$ cat config.mk
export PLATFORM = sky130hd
export DESIGN_NAME = crc16_framed_telemetry_receiver
export DESIGN_NICKNAME = d
export VERILOG_FILES = /design/src/rtl/core/cftr_pkg.sv /design/src/rtl/core/crc16_framed_telemetry_receiver.sv
export SDC_FILE = /design/constraint.sdc
export NUM_CORES = 1
export LEC_CHECK = 0
export ABC_AREA = 1
export BUFFER_PORTS_ARGS = -buffer_cell sky130_fd_sc_hd__buf_2
export CORE_MARGIN = 5
export CORE_UTILIZATION = 50
export DETAILED_ROUTE_END_ITERATION = 6
export PLACE_DENSITY = 0.79
export SKIP_CTS_REPAIR_TIMING = 1
export SYNTH_ARGS = -nofsm -noshare
export SYNTH_HDL_FRONTEND = slang
export SYNTH_SLANG_ARGS = --single-unit
$ cat constraint.sdc
create_clock -name clk -period 5.45 [get_ports clk]
set_input_delay 0 -clock clk [delete_from_list [all_inputs] [get_ports clk]]
set_output_delay 0 -clock clk [all_outputs]
set_load 0.01 [all_outputs]
$ cat src/rtl/core/cftr_pkg.sv
`default_nettype none
// ----------------------------------------------------------------------------
// cftr_pkg
// Shared constants and the byte-wise CRC-16 update for the framed telemetry
// receiver.
// ----------------------------------------------------------------------------
package cftr_pkg;

	localparam int MAX_PAYLOAD_DEF = 64;

	localparam logic [15:0] CRC_POLY    = 16'hA001;
	localparam logic [7:0]  SYNC_FIRST  = 8'hAA;
	localparam logic [7:0]  SYNC_SECOND = 8'h55;
	localparam logic [31:0] AGE_NEVER   = 32'hFFFF_FFFF;

	localparam logic [15:0] TIMEOUT_RST       = 16'd100;
	localparam logic [7:0]  ACCEPT_TYPE_RST   = 8'h30;
	localparam logic [6:0]  ACCEPT_LENGTH_RST = 7'd8;

	// configuration register indexes
	localparam logic [1:0] REG_TIMEOUT       = 2'd0;
	localparam logic [1:0] REG_ACCEPT_TYPE   = 2'd1;
	localparam logic [1:0] REG_ACCEPT_LENGTH = 2'd2;

	localparam int CFG_DATA_W = 16;

	// reflected CRC-16, one byte in, eight shift steps
	function automatic logic [15:0] crc_feed(input logic [15:0] crc, input logic [7:0] b);
		logic [15:0] c;
		c = crc ^ {8'h00, b};
		for (int k = 0; k < 8; k++) begin
			c = c[0] ? ((c >> 1) ^ CRC_POLY) : (c >> 1);
		end
		return c;
	endfunction

endpackage
`default_nettype wire

$ cat src/rtl/core/crc16_framed_telemetry_receiver.sv
`default_nettype none
// ----------------------------------------------------------------------------
// crc16_framed_telemetry_receiver
// Sync/length framed telemetry parser with CRC-16 check, latched data and age.
// ----------------------------------------------------------------------------
// Each request is either one received UART byte or a millisecond tick. The
// block takes one request per clock cycle unless a stalled result holds the
// input, and returns exactly one result per request, in the cycle after
// acceptance, from an output register; a new request is taken while a result
// waits as long as that result is being taken in the same cycle. The CRC
// byte update and parser step are combinational and sit between the parser
// state registers and the result register. Frames are AA 55, type, length,
// payload, then the CRC low and high bytes; the CRC (reflected 0xA001, init 0)
// covers type, length and payload. A frame with good CRC, matching type and
// matching length latches position, confidence and status from the first four
// payload bytes, clears the age and bumps the frame counter (which skips zero).
// Ticks add to the age, saturating at all ones, which is also its reset value.
// Write the configuration registers only while the block is idle.
// ----------------------------------------------------------------------------
module crc16_framed_telemetry_receiver
	import cftr_pkg::*;
#(
	parameter int MAX_PAYLOAD = MAX_PAYLOAD_DEF
) (
	input  wire logic                  clk,
	input  wire logic                  arst_n,

	// configuration write port
	input  wire logic                  cfg_write,
	input  wire logic [1:0]            cfg_index,
	input  wire logic [CFG_DATA_W-1:0] cfg_data,

	// request channel
	input  wire logic                  in_valid,
	output logic                       in_stall,
	input  wire logic                  req_type,
	input  wire logic [7:0]            data_byte,
	input  wire logic [31:0]           tick_ms,

	// result channel
	output logic                       out_valid,
	input  wire logic                  out_stall,
	output logic signed [15:0]         position,
	output logic [7:0]                 confidence,
	output logic [7:0]                 status_byte,
	output logic [31:0]                age_ms,
	output logic [15:0]                frame_count,
	output logic                       fresh,
	output logic                       frame_accepted
);

	// length and index width follow from the largest payload
	localparam int LEN_W = $clog2(MAX_PAYLOAD + 1);
	localparam int CMP_W = (LEN_W > 7) ? LEN_W : 7;

	typedef enum logic [2:0] {
		ST_HUNT    = 3'd0,
		ST_SYNC2   = 3'd1,
		ST_TYPE    = 3'd2,
		ST_LENGTH  = 3'd3,
		ST_PAYLOAD = 3'd4,
		ST_CRC_LO  = 3'd5,
		ST_CRC_HI  = 3'd6
	} parse_state_t;

	// configuration registers
	logic [15:0] timeout_q;
	logic [7:0]  accept_type_q;
	logic [6:0]  accept_length_q;

	// parser state
	parse_state_t     state_q, state_d;
	logic [7:0]       type_q, type_d;
	logic [LEN_W-1:0] length_q, length_d;
	logic [LEN_W-1:0] index_q, index_d;
	logic [15:0]      crc_q, crc_d;
	logic [7:0]       crc_lo_q, crc_lo_d;
	logic [7:0]       head_q [4];
	logic             head_we;

	// latched telemetry
	logic [15:0] pos_q, pos_d;
	logic [7:0]  conf_q, conf_d;
	logic [7:0]  stat_q, stat_d;
	logic [31:0] age_q, age_d;
	logic [15:0] count_q, count_d;
	logic        accepted;

	logic        req_accept;
	logic [32:0] age_sum;
	logic [15:0] crc_next;

	// hold the request only while a result is waiting and not being taken
	assign in_stall   = out_valid & out_stall;
	assign req_accept = in_valid & ~in_stall;

	assign crc_next = crc_feed(crc_q, data_byte);
	assign age_sum  = {1'b0, age_q} + {1'b0, tick_ms};

	always_ff @(posedge clk or negedge arst_n) begin
		if (!arst_n) begin
			timeout_q       <= TIMEOUT_RST;
			accept_type_q   <= ACCEPT_TYPE_RST;
			accept_length_q <= ACCEPT_LENGTH_RST;
		end else if (cfg_write) begin
			case (cfg_index)
				REG_TIMEOUT:       timeout_q       <= cfg_data[15:0];
				REG_ACCEPT_TYPE:   accept_type_q   <= cfg_data[7:0];
				REG_ACCEPT_LENGTH: accept_length_q <= cfg_data[6:0];
				default: ;
			endcase
		end
	end

	// one parser step per request
	always_comb begin
		state_d  = state_q;
		type_d   = type_q;
		length_d = length_q;
		index_d  = index_q;
		crc_d    = crc_q;
		crc_lo_d = crc_lo_q;
		pos_d    = pos_q;
		conf_d   = conf_q;
		stat_d   = stat_q;
		age_d    = age_q;
		count_d  = count_q;
		accepted = 1'b0;
		head_we  = 1'b0;
		if (!req_type) begin
			case (state_q)
				ST_HUNT: begin
					if (data_byte == SYNC_FIRST) state_d = ST_SYNC2;
				end
				ST_SYNC2: begin
					// a repeated first sync byte stays synced
					if (data_byte == SYNC_SECOND)     state_d = ST_TYPE;
					else if (data_byte == SYNC_FIRST) state_d = ST_SYNC2;
					else                              state_d = ST_HUNT;
				end
				ST_TYPE: begin
					type_d  = data_byte;
					crc_d   = crc_feed(16'h0000, data_byte);
					state_d = ST_LENGTH;
				end
				ST_LENGTH: begin
					length_d = data_byte[LEN_W-1:0];
					index_d  = '0;
					// drop an oversized frame; zero length goes straight to the CRC
					if ({1'b0, data_byte} > 9'(MAX_PAYLOAD)) begin
						state_d = ST_HUNT;
					end else begin
						crc_d   = crc_next;
						state_d = (data_byte != 8'h00) ? ST_PAYLOAD : ST_CRC_LO;
					end
				end
				ST_PAYLOAD: begin
					head_we = (index_q < LEN_W'(4));
					crc_d   = crc_next;
					index_d = index_q + LEN_W'(1);
					if (index_d >= length_q) state_d = ST_CRC_LO;
				end
				ST_CRC_LO: begin
					crc_lo_d = data_byte;
					state_d  = ST_CRC_HI;
				end
				default: begin
					// CRC high byte: check and latch, then hunt again
					if ({data_byte, crc_lo_q} == crc_q && type_q == accept_type_q &&
					    CMP_W'(length_q) == CMP_W'(accept_length_q)) begin
						pos_d    = {head_q[1], head_q[0]};
						conf_d   = head_q[2];
						stat_d   = head_q[3];
						age_d    = '0;
						count_d  = (count_q == 16'hFFFF) ? 16'd1 : count_q + 16'd1;
						accepted = 1'b1;
					end
					state_d = ST_HUNT;
				end
			endcase
		end else if (age_q != AGE_NEVER) begin
			// saturate the age at all ones
			age_d = age_sum[32] ? AGE_NEVER : age_sum[31:0];
		end
	end

	always_ff @(posedge clk or negedge arst_n) begin
		if (!arst_n) begin
			state_q  <= ST_HUNT;
			type_q   <= '0;
			length_q <= '0;
			index_q  <= '0;
			crc_q    <= '0;
			crc_lo_q <= '0;
			pos_q    <= '0;
			conf_q   <= '0;
			stat_q   <= '0;
			age_q    <= AGE_NEVER;
			count_q  <= '0;
		end else if (req_accept) begin
			state_q  <= state_d;
			type_q   <= type_d;
			length_q <= length_d;
			index_q  <= index_d;
			crc_q    <= crc_d;
			crc_lo_q <= crc_lo_d;
			pos_q    <= pos_d;
			conf_q   <= conf_d;
			stat_q   <= stat_d;
			age_q    <= age_d;
			count_q  <= count_d;
		end
	end

	// first four payload bytes, no reset
	always_ff @(posedge clk) begin
		if (req_accept && head_we) begin
			head_q[index_q[1:0]] <= data_byte;
		end
	end

	// result register
	always_ff @(posedge clk or negedge arst_n) begin
		if (!arst_n) begin
			out_valid <= 1'b0;
		end else if (req_accept) begin
			out_valid <= 1'b1;
		end else if (!out_stall) begin
			out_valid <= 1'b0;
		end
	end

	always_ff @(posedge clk) begin
		if (req_accept) begin
			position       <= signed'(pos_d);
			confidence     <= conf_d;
			status_byte    <= stat_d;
			age_ms         <= age_d;
			frame_count    <= count_d;
			fresh          <= (age_d <= {16'h0000, timeout_q}) && (stat_d != 8'h00);
			frame_accepted <= accepted;
		end
	end

endmodule
`default_nettype wire

### Word level (Yosys, flattened, before mapping)

Memory sizes are Yosys's and may differ from the RTL's.
Cells that the tools add are included.

| word-level totals | value |
|---|---|
| register bits | 243 |
| memories | 1 |
| output and inout port bits | 84 |
| logic and storage cells | 141 |
| input bits | 64 |
| memory bits (writable) | 32 |

| cells by class | value |
|---|---|
| mux-type cells | 51 |
| reductions and logical operators | 21 |
| bitwise logic cells | 21 |
| eq/ne operators | 18 |
| $add $sub $neg | 3 |
| $lt $le $gt $ge | 4 |

Memories:

| memory | words | bits a word | rd ports | clocked after memory_dff | write ports | line | RTL |
|---|---|---|---|---|---|---|---|
| head_q | 4 | 8 | 4 | 0 | 1 | crc16_framed_telemetry_receiver.sv:78 | `logic [7:0] head_q [4];` |

Operators by type and width:

| kind | count |
|---|---|
| two-way mux 16 bit | 24 |
| two-way mux 32 bit | 5 |
| two-way mux 8 bit | 6 |
| one-hot mux 16 bit (3 select lines) | 1 |
| NOT 2 -> 3 bit | 15 |
| adder 32 x 32 -> 33 bit | 1 |
| less-or-equal comparator 32 x 16 -> 1 bit | 1 |
| inequality test 32 bit, second input constant | 1 |
| one-hot mux 3 bit (6 select lines) | 1 |
| adder 16 x 1 -> 16 bit, second input constant | 1 |
| == test 16 bit | 1 |
| == test 16 bit, second input constant | 1 |
| nonzero test 8 bit | 2 |
| XOR 16 x 8 -> 16 bit | 1 |
| one-hot mux 7 bit (2 select lines) | 1 |
| AND reduction 3 bit | 4 |
| two-way mux 1 bit | 9 |
| two-way mux 3 bit | 3 |
| == test 8 x 7 -> 1 bit, second input constant | 1 |
| == test 8 bit | 1 |
| == test 8 bit, second input constant | 1 |
| > comparator 8 x 7 -> 1 bit, second input constant | 1 |
| AND reduction 4 bit | 2 |
| adder 7 x 1 -> 7 bit, second input constant | 1 |
| other kinds (22) | 33 |

### Longest topological paths before layout

Gate-level depths: netlist of run 1.

| logic depth | value |
|---|---|
| depth after elaboration | 19 |
| mapped depth | 25 |
| gate-level depth less buffers | 24 |

### Worst setup path before layout of run 1

No wires, ideal clock.

| path | value |
|---|---|
| kind | register -> register |
| start | register out_valid |
| end | register age_ms[0], enable pin |
| library setup time | 478 ps |
| setup slack | 1484 ps |
| path buffers | 2 |
| data arrival time | 3488 ps |
| required time | 4972 ps |
| clock period less this slack | 3966 ps |
| stages on the path, launching flop included | 6 |
| cells stage by stage | dfrtp_1 > nand2_1 > inv_1 > nor2_2 > clkbuf_1 > buf_1 |

| between the ends | value |
|---|---|
| cells in the longest elaborated chain, start to end | 3 |

Ends and longest elaborated chain:

| item | line | RTL |
|---|---|---|
| from (decl) | crc16_framed_telemetry_receiver.sv:41 | `output logic out_valid,` |
| from (signal assigned) | crc16_framed_telemetry_receiver.sv:225 | `out_valid <= 1'b0;` |
| from (signal assigned) | crc16_framed_telemetry_receiver.sv:227 | `out_valid <= 1'b1;` |
| from (signal assigned) | crc16_framed_telemetry_receiver.sv:229 | `out_valid <= 1'b0;` |
| bitwise AND 1 bit | crc16_framed_telemetry_receiver.sv:94 | `assign in_stall = out_valid & out_stall;` |
| via in_stall | crc16_framed_telemetry_receiver.sv:35 | `output logic in_stall,` |
| NOT 1 bit | crc16_framed_telemetry_receiver.sv:95 | `assign req_accept = in_valid & ~in_stall;` |
| bitwise AND 1 bit | crc16_framed_telemetry_receiver.sv:95 |  |
| via req_accept | crc16_framed_telemetry_receiver.sv:89 | `logic req_accept;` |
| to (signal assigned) | crc16_framed_telemetry_receiver.sv:238 | `age_ms <= age_d;` |
| to (decl) | crc16_framed_telemetry_receiver.sv:46 | `output logic [31:0] age_ms,` |

The timed path passes the listed nets, and every way through them passes these cells.
A chain may end at the register's enable or synchronous reset.

### Worst setup path in the final report of run 1

| path | value |
|---|---|
| start | register age_q[13] |
| end | register fresh, data pin |

| between the ends | value |
|---|---|
| cells in the longest elaborated chain, start to end | 6 |
| elaborated cells on any way between the ends | 9 |
| those cells by class | add/sub: 1; order compare: 1; eq/ne: 1; mux: 5; reduce/logical: 1 |

Ends and longest elaborated chain:

| item | line | RTL |
|---|---|---|
| from (decl) | crc16_framed_telemetry_receiver.sv:85 | `logic [31:0] age_q, age_d;` |
| from (signal assigned) | crc16_framed_telemetry_receiver.sv:210 | `age_q <= age_d;` |
| adder 32 x 32 -> 33 bit | crc16_framed_telemetry_receiver.sv:98 | `assign age_sum = {1'b0, age_q} + {1'b0, tick_ms};` |
| two-way mux 32 bit | crc16_framed_telemetry_receiver.sv:183 | `age_d = age_sum[32] ? AGE_NEVER : age_sum[31:0];` |
| two-way mux 32 bit (*) | crc16_framed_telemetry_receiver.sv:181 | `end else if (age_q != AGE_NEVER) begin` |
| two-way mux 32 bit (*) | crc16_framed_telemetry_receiver.sv:130 | `if (!req_type) begin` |
| via age_d[1] | crc16_framed_telemetry_receiver.sv:85 |  |
| less-or-equal comparator 32 x 16 -> 1 bit (*) | crc16_framed_telemetry_receiver.sv:240 | `fresh <= (age_d <= {16'h0000, timeout_q}) && (stat_d != 8'h00);` |
| logical AND 1 bit (*) | crc16_framed_telemetry_receiver.sv:240 |  |
| to (signal assigned) | crc16_framed_telemetry_receiver.sv:240 |  |
| to (decl) | crc16_framed_telemetry_receiver.sv:48 | `output logic fresh,` |

Mark *: on every way through the listed nets, which the timed path passes. The rest lies on a longest branch.

==> results.toml, run 1 <==
[floorplanning]
core_um2 = 30700
start_util_pct = 50.7
row_count = 64
io_pins = 148
die_area_um2 = 34700
die-height_um = 186
die_w_um = 186

[global_routing]
antenna_found_initial = 1
groute.usage.overall_pct = 23.3
grt_start_max_net_pins = 197
grt_pass1_wl_um = 66900
grt_pass1_vias = 12715
gr-total-overflow = 0

[yosys]
synthArstFlopShare_pct = 58.5
ys_top_cells_by_area = "edfxtp_1 22%, dfrtp_1 20%, nand2_1 13%"
synthCells = 1886
synth_ff_type = "dfrtp_1"
ys_types = 58
syn_avg_cell_area_um2 = 8.24
synth_edf_count = 114
yosysTopAreaCell = "edfxtp_1"
yosysWarningCount = 0
synth_seq_cells = 275
yosysSeqAreaShare_pct = 48.2
syn_nets = 2024
syn_area_um2 = 15500
netlist.area_leader.share_pct = 22.0

[timing]
hold_viol = 0
worstMarginPinSlew_ns = 1.18
rsz0062_at_grt = "no"
skew_ns = 0.0167
maxSlewHeadroom_pct = 20.9
period_share_pct = 77.5
setup_ws_ns = 1.23
timing.fmax_ghz = 0.237
report.final.slew_viol_count = 0
period_minus_slack_ns = 4.22
finalSetupTns_ns = 0
setup_viol = 0

[critical_path]
cp.required_ns = 5.76
cp_num_buf_inv = 1
arrival_ns = 4.53
max_stage_delay_ns = 0.56
crit_path_end_kind = "flip-flop"
cp_max_fo = 28
critical-path-top-delay-family = "compound AO/OA/AOI/OAI gates"
r2r-start = "age_q[13]"
slowest_stage = "dfstp_2"
crit_type = "flip-flop to flip-flop"
crit_chain = "ha_1, a21oi_1, o21ai_1, a21oi_1, nand2_2, nand3_2, nand2_2, nor2_8, a31oi_1, ha_1, inv_1, nor2_1, nor2_1, o21a_1, o221ai_1, nand2_1, a22o_1, nand3_1, nor2_1, nand3_1, nor2_1"
worstSetupStartpoint = "age_q[13]"
cp_common_cell = "nor2_1"
cp-start-kind = "flip-flop"

[power_and_ir_drop]
power_switching_mw = 3.00
comb_power_share_pct = 36.0
leakagePower_nw = 8.31
p_int_mw = 4.84
p_per_area_nw_per_um2 = 441
p_seq_share_pct = 38.6
clkPwrFrac_pct = 25.5
ir_worst_vdd_mv = 0.298
netSwitchingFraction_pct = 38.2

[clock_tree]
clkTransAtPathRegs_ns = 0.06
cts_root_buffer = "clkbuf_16"
clkLatencyLatePin_ns = 0.57
clockBufferDepth = 3
clock-sinks = 275
cts_tree = "yes"
cts-buffers-inserted = 30
h-tree-depth = 1

[finish]
drive_above_1_share_pct = 14.3
fin_cells = 2461
post-route-util_pct = 57.9
num-nets-final = 2178
synthToLayoutAreaGrowth_pct = 14.3

[placed_design]
dp_cells = 2377
dp_slack_ns = 1.28
dp.final_hpwl_um = 30400
io_buffers = 147
gp_congestion = 0.983

[run]
drv_cap = 0

[hold_path]
holdCritStartpoint = "cfg_write"
hp-class = "input port to flip-flop"

[status]
outcome = "complete, no violations"

[route]
ant_nets = 0
viasPerCell = 5.39
drt_pass1_iterations = 6
vias = 13274
routed_wirelength_um = 42100
drc = 0
wl_per_cell_um = 17.1
drt_iter0_drc = 1109
==> metal layers <==
metal	share of wire, %	routed length (µm)	GRT usage, %
met1	43	18100	31.8
met2	48	20100	38.7
met3	6.6	2760	3.70
met4	2.6	1090	6.38
met5	0	0	0
==> cell type report <==
cell class / instances / area (µm²)
well taps: 396 / 495
flip-flops and latches: 275 / 7500
diodes: 1 / 2.50
multi-input cells: 1278 / 6690
repair buffers: 180 / 1070
fillers: 2674 / 12900
clock buffers: 38 / 781
clock inverters: 18 / 183
inverters: 275 / 1040
==> placed cells by master (no fill, tap or decap), types with 61 or more instances in the layout <==
cell type  count
o21ai_0      183
buf_2        146
a21oi_1       61
ha_1          73
inv_1        256
edfxtp_1     114
nand3_1       65
nand2_1      524
nor2_1       146
dfrtp_1      123
==> cells by family (layout without fill, tap and decap cells) <==
group	Yosys count	count (layout)	synth area share (%)
AOI/OAI and AO/OA	341	341	12.4
xor gates and xnor gates	54	54	3.04
adders and majority gates	74	74	6.00
buffers and inverters	333	511	8.77
DFF	275	275	48.2
other	0	1	0
and+or+nand+nor	809	809	21.6
==> Yosys cell counts (4+ instances only) <==
| library cell | count |
|---|---|
| a21oi_1 | 61 |
| o21ai_1 | 15 |
| clkbuf_1 | 28 |
| nor3_1 | 11 |
| o21ai_2 | 7 |
| xnor2_1 | 20 |
| nand3_2 | 4 |
| o21a_1 | 7 |
| inv_2 | 13 |
| o21bai_1 | 4 |
| ha_1 | 73 |
| a31oi_1 | 23 |
| xor2_1 | 34 |
| a21o_1 | 5 |
| nor2_1 | 146 |
| buf_1 | 6 |
| buf_4 | 7 |
| nor2_2 | 4 |
| nand2_2 | 6 |
| edfxtp_1 | 114 |
| nor4_1 | 7 |
| o22ai_1 | 9 |
| buf_2 | 9 |
| dfstp_2 | 38 |
| inv_1 | 256 |
| nand3_1 | 65 |
| buf_6 | 7 |
| a21oi_2 | 8 |
| o21ai_0 | 183 |
| dfrtp_1 | 123 |
| nand4_1 | 31 |
| nand2_1 | 524 |
==> through the flow <==
stage	area (µm²)	hold slack [ns]	power, mW
after detailed placement	16500	0.216	5.80
after floorplan	15500	-0.296	5.00
after CTS	17500	-0.371	7.84
after global routing	17800	0.0787	8.38
after global placement	16500	0.207	5.72
final	17800	0.0660	7.84
==> state kept, by name, indices dropped and copies added (netlist names), 16 cells and up <==
| name | cells |
|---|---|
| head_q | 32 |
| timeout_q | 16 |
| age_ms | 32 |
| crc_q | 16 |
| pos_q | 16 |
| frame_count | 16 |
| age_q | 32 |
| position | 16 |
| count_q | 16 |
==> power by group through the flow <==
stage               combinational (mW)  sequential, mW  clock, mW
global placement                  2.69            3.03          0
global route                      3.18            3.08       2.12
floorplan                         1.99            3.01          0
detailed placement                2.75            3.05          0
CTS                               2.79            3.02       2.03
finish                            2.82            3.02       2.00
==> worst register-to-register path, delay by kind of cell, from the launching register on <==
kind / cells / cell delay (ns)
simple gates: 11 / 1.19
flops: 1 / 0.56
fa+ha+maj: 2 / 0.64
compound gates: 7 / 1.53
buf+inv: 1 / 0.04
==> worst paths after layout <==
check                      cells after the start                 end  slack (ns)
min in group asynchronous                      2         crc_lo_q[7]        0.15
max in group asynchronous                      3       timeout_q[13]        3.84
min reg2reg                                    2           stat_q[0]        0.49
max                                           21               fresh        1.23
min                                            3  accept_length_q[3]        0.07
max reg2reg                                   21               fresh        1.23
(Power assumes the default switching activity.)
==> inputs of run 2 (changes only) <==
Clock period 5.45 ns to 4.2 ns, I/O delays scaled along.
==> results.toml, run 2 (synthesis gave the netlist of run 1 again) <==
[critical_path]
cp-start-kind = "flip-flop"
worstSetupStartpoint = "age_q[0]"
crit_type = "flip-flop to flip-flop"
cp_common_cell = "nand2_2"
r2r-start = "age_q[0]"
cp_max_fo = 6
max_stage_delay_ns = 0.58
crit_chain = "ha_4, inv_1, fa_2, o21ai_4, nand2_2, nand2_2, nand2_2, nand2_4, nand3_2, nand2_4, nor2_8, a311oi_4, ha_1, a21oi_1, nand3b_1, a21oi_2, nor4_4, a22o_1, nand3_2, nor2_2, nand3_1, nor2_1"
crit_path_end_kind = "flip-flop"
arrival_ns = 4.45
slowest_stage = "dfstp_2"
cp_num_buf_inv = 1
cp.required_ns = 4.61
critical-path-top-delay-family = "simple AND/OR/NAND/NOR gates"

[floorplanning]
start_util_pct = 50.7
die-height_um = 186
io_pins = 148
core_um2 = 30700
die_area_um2 = 34700
row_count = 64
die_w_um = 186

[global_routing]
grt_pass1_wl_um = 66800
antenna_found_initial = 0
gr-total-overflow = 0
grt_start_max_net_pins = 197
groute.usage.overall_pct = 23.2
grt_pass1_vias = 12509

[route]
drt_iter0_drc = 1094
ant_nets = 0
met3_length_um = 3110
drc = 0
viasPerCell = 5.40
wl_per_cell_um = 17.1
route.met2.wl_um = 19900
routed_wirelength_um = 42300
vias = 13376
drt_pass1_iterations = 6
top_layer_used = "met4"
wl_met1_um = 18000

[finish]
post-route-util_pct = 59.1
final-seq-area_um2 = 7500
multi_input_area_um2 = 6820
fin_cells = 2477
synthToLayoutAreaGrowth_pct = 16.5
fin_area_um2 = 18100
num-nets-final = 2195
diodes = 0
fillers = 2724
final_common_cell = "nand2_1"
final_cell_mix = "522 x nand2_1, 256 x inv_1, 183 x o21ai_0"
drive_above_1_share_pct = 15.7

[timing]
skew_ns = 0.0318
hold_slack_ns = 0.0313
finalSetupTns_ns = 0
worstMarginPinSlew_ns = 1.19
maxSlewHeadroom_pct = 20.5
hold_viol = 0
report.final.slew_viol_count = 0
period_minus_slack_ns = 4.04
setup_ws_ns = 0.158
timing.fmax_ghz = 0.247
period_share_pct = 96.2
setup_viol = 0

[clock_tree]
cts-buffers-inserted = 30
cts_root_buffer = "clkbuf_16"
clkTransAtPathRegs_ns = 0.06
h-tree-depth = 1
clkLatencyLatePin_ns = 0.58
clockBufferDepth = 3
cts_tree = "yes"
clock-sinks = 275

[placed_design]
dp_slack_ns = -0.0170
dp_cells = 2382
io_buffers = 147
place_area_um2 = 16600
dp.final_hpwl_um = 30400
gp_congestion = 0.989

[status]
outcome = "complete, no violations"

[power_and_ir_drop]
finalPower_mw = 10.5
p_per_area_nw_per_um2 = 581
ir_worst_vdd_mv = 0.438
leakagePower_nw = 8.48

[run]
drv_cap = 0

[hold_path]
holdCritStartpoint = "cfg_write"
hp-class = "input port to flip-flop"
-- run 2: final cells by class --
class | count | share of cell area, %
Sequential cell | 275 | 41.4
Multi-Input combinational cell | 1280 | 37.6
Timing Repair Buffer | 195 | 6.53
Inverter | 275 | 5.77
Clock buffer | 38 | 4.59
Tap cell | 396 | 2.73
Clock inverter | 18 | 1.36
-- run 2: metal layers --
metal | track usage, % | vias to the layer above
met5 | 0 | -
met2 | 37.5 | 487
met4 | 7.00 | 0
li1 | - | 6493
met1 | 32.3 | 6311
met3 | 3.89 | 85
-- run 2: path summary, 6_finish.rpt --
check | end | slack, ns | cells after the start
setup / recovery | fresh | 0.16 | 22
hold / removal | accept_length_q[3] | 0.03 | 3
setup reg to reg | fresh | 0.16 | 22
hold reg to reg | stat_q[5] | 0.49 | 2
max in group asynchronous | age_q[28] | 2.96 | 3
min in group asynchronous | crc_q[7] | 0.08 | 2
-- run 2: worst reg2reg max path: cells and delay by family (launching register included) --
kind	cells	cell delay (ns)
compound gates	5	0.99
fa+ha+maj	3	0.87
buf+inv	1	0.05
flops	1	0.58
simple gates	13	1.40
-- run 2: power by group --
| group | total, mW | leakage, nW | internal, mW | switching [mW] |
|---|---|---|---|---|
| clock network | 2.82 | 0.529 | 1.71 | 1.11 |
| logic | 3.77 | 4.95 | 1.36 | 2.41 |
| registers | 3.93 | 3.00 | 3.50 | 0.425 |
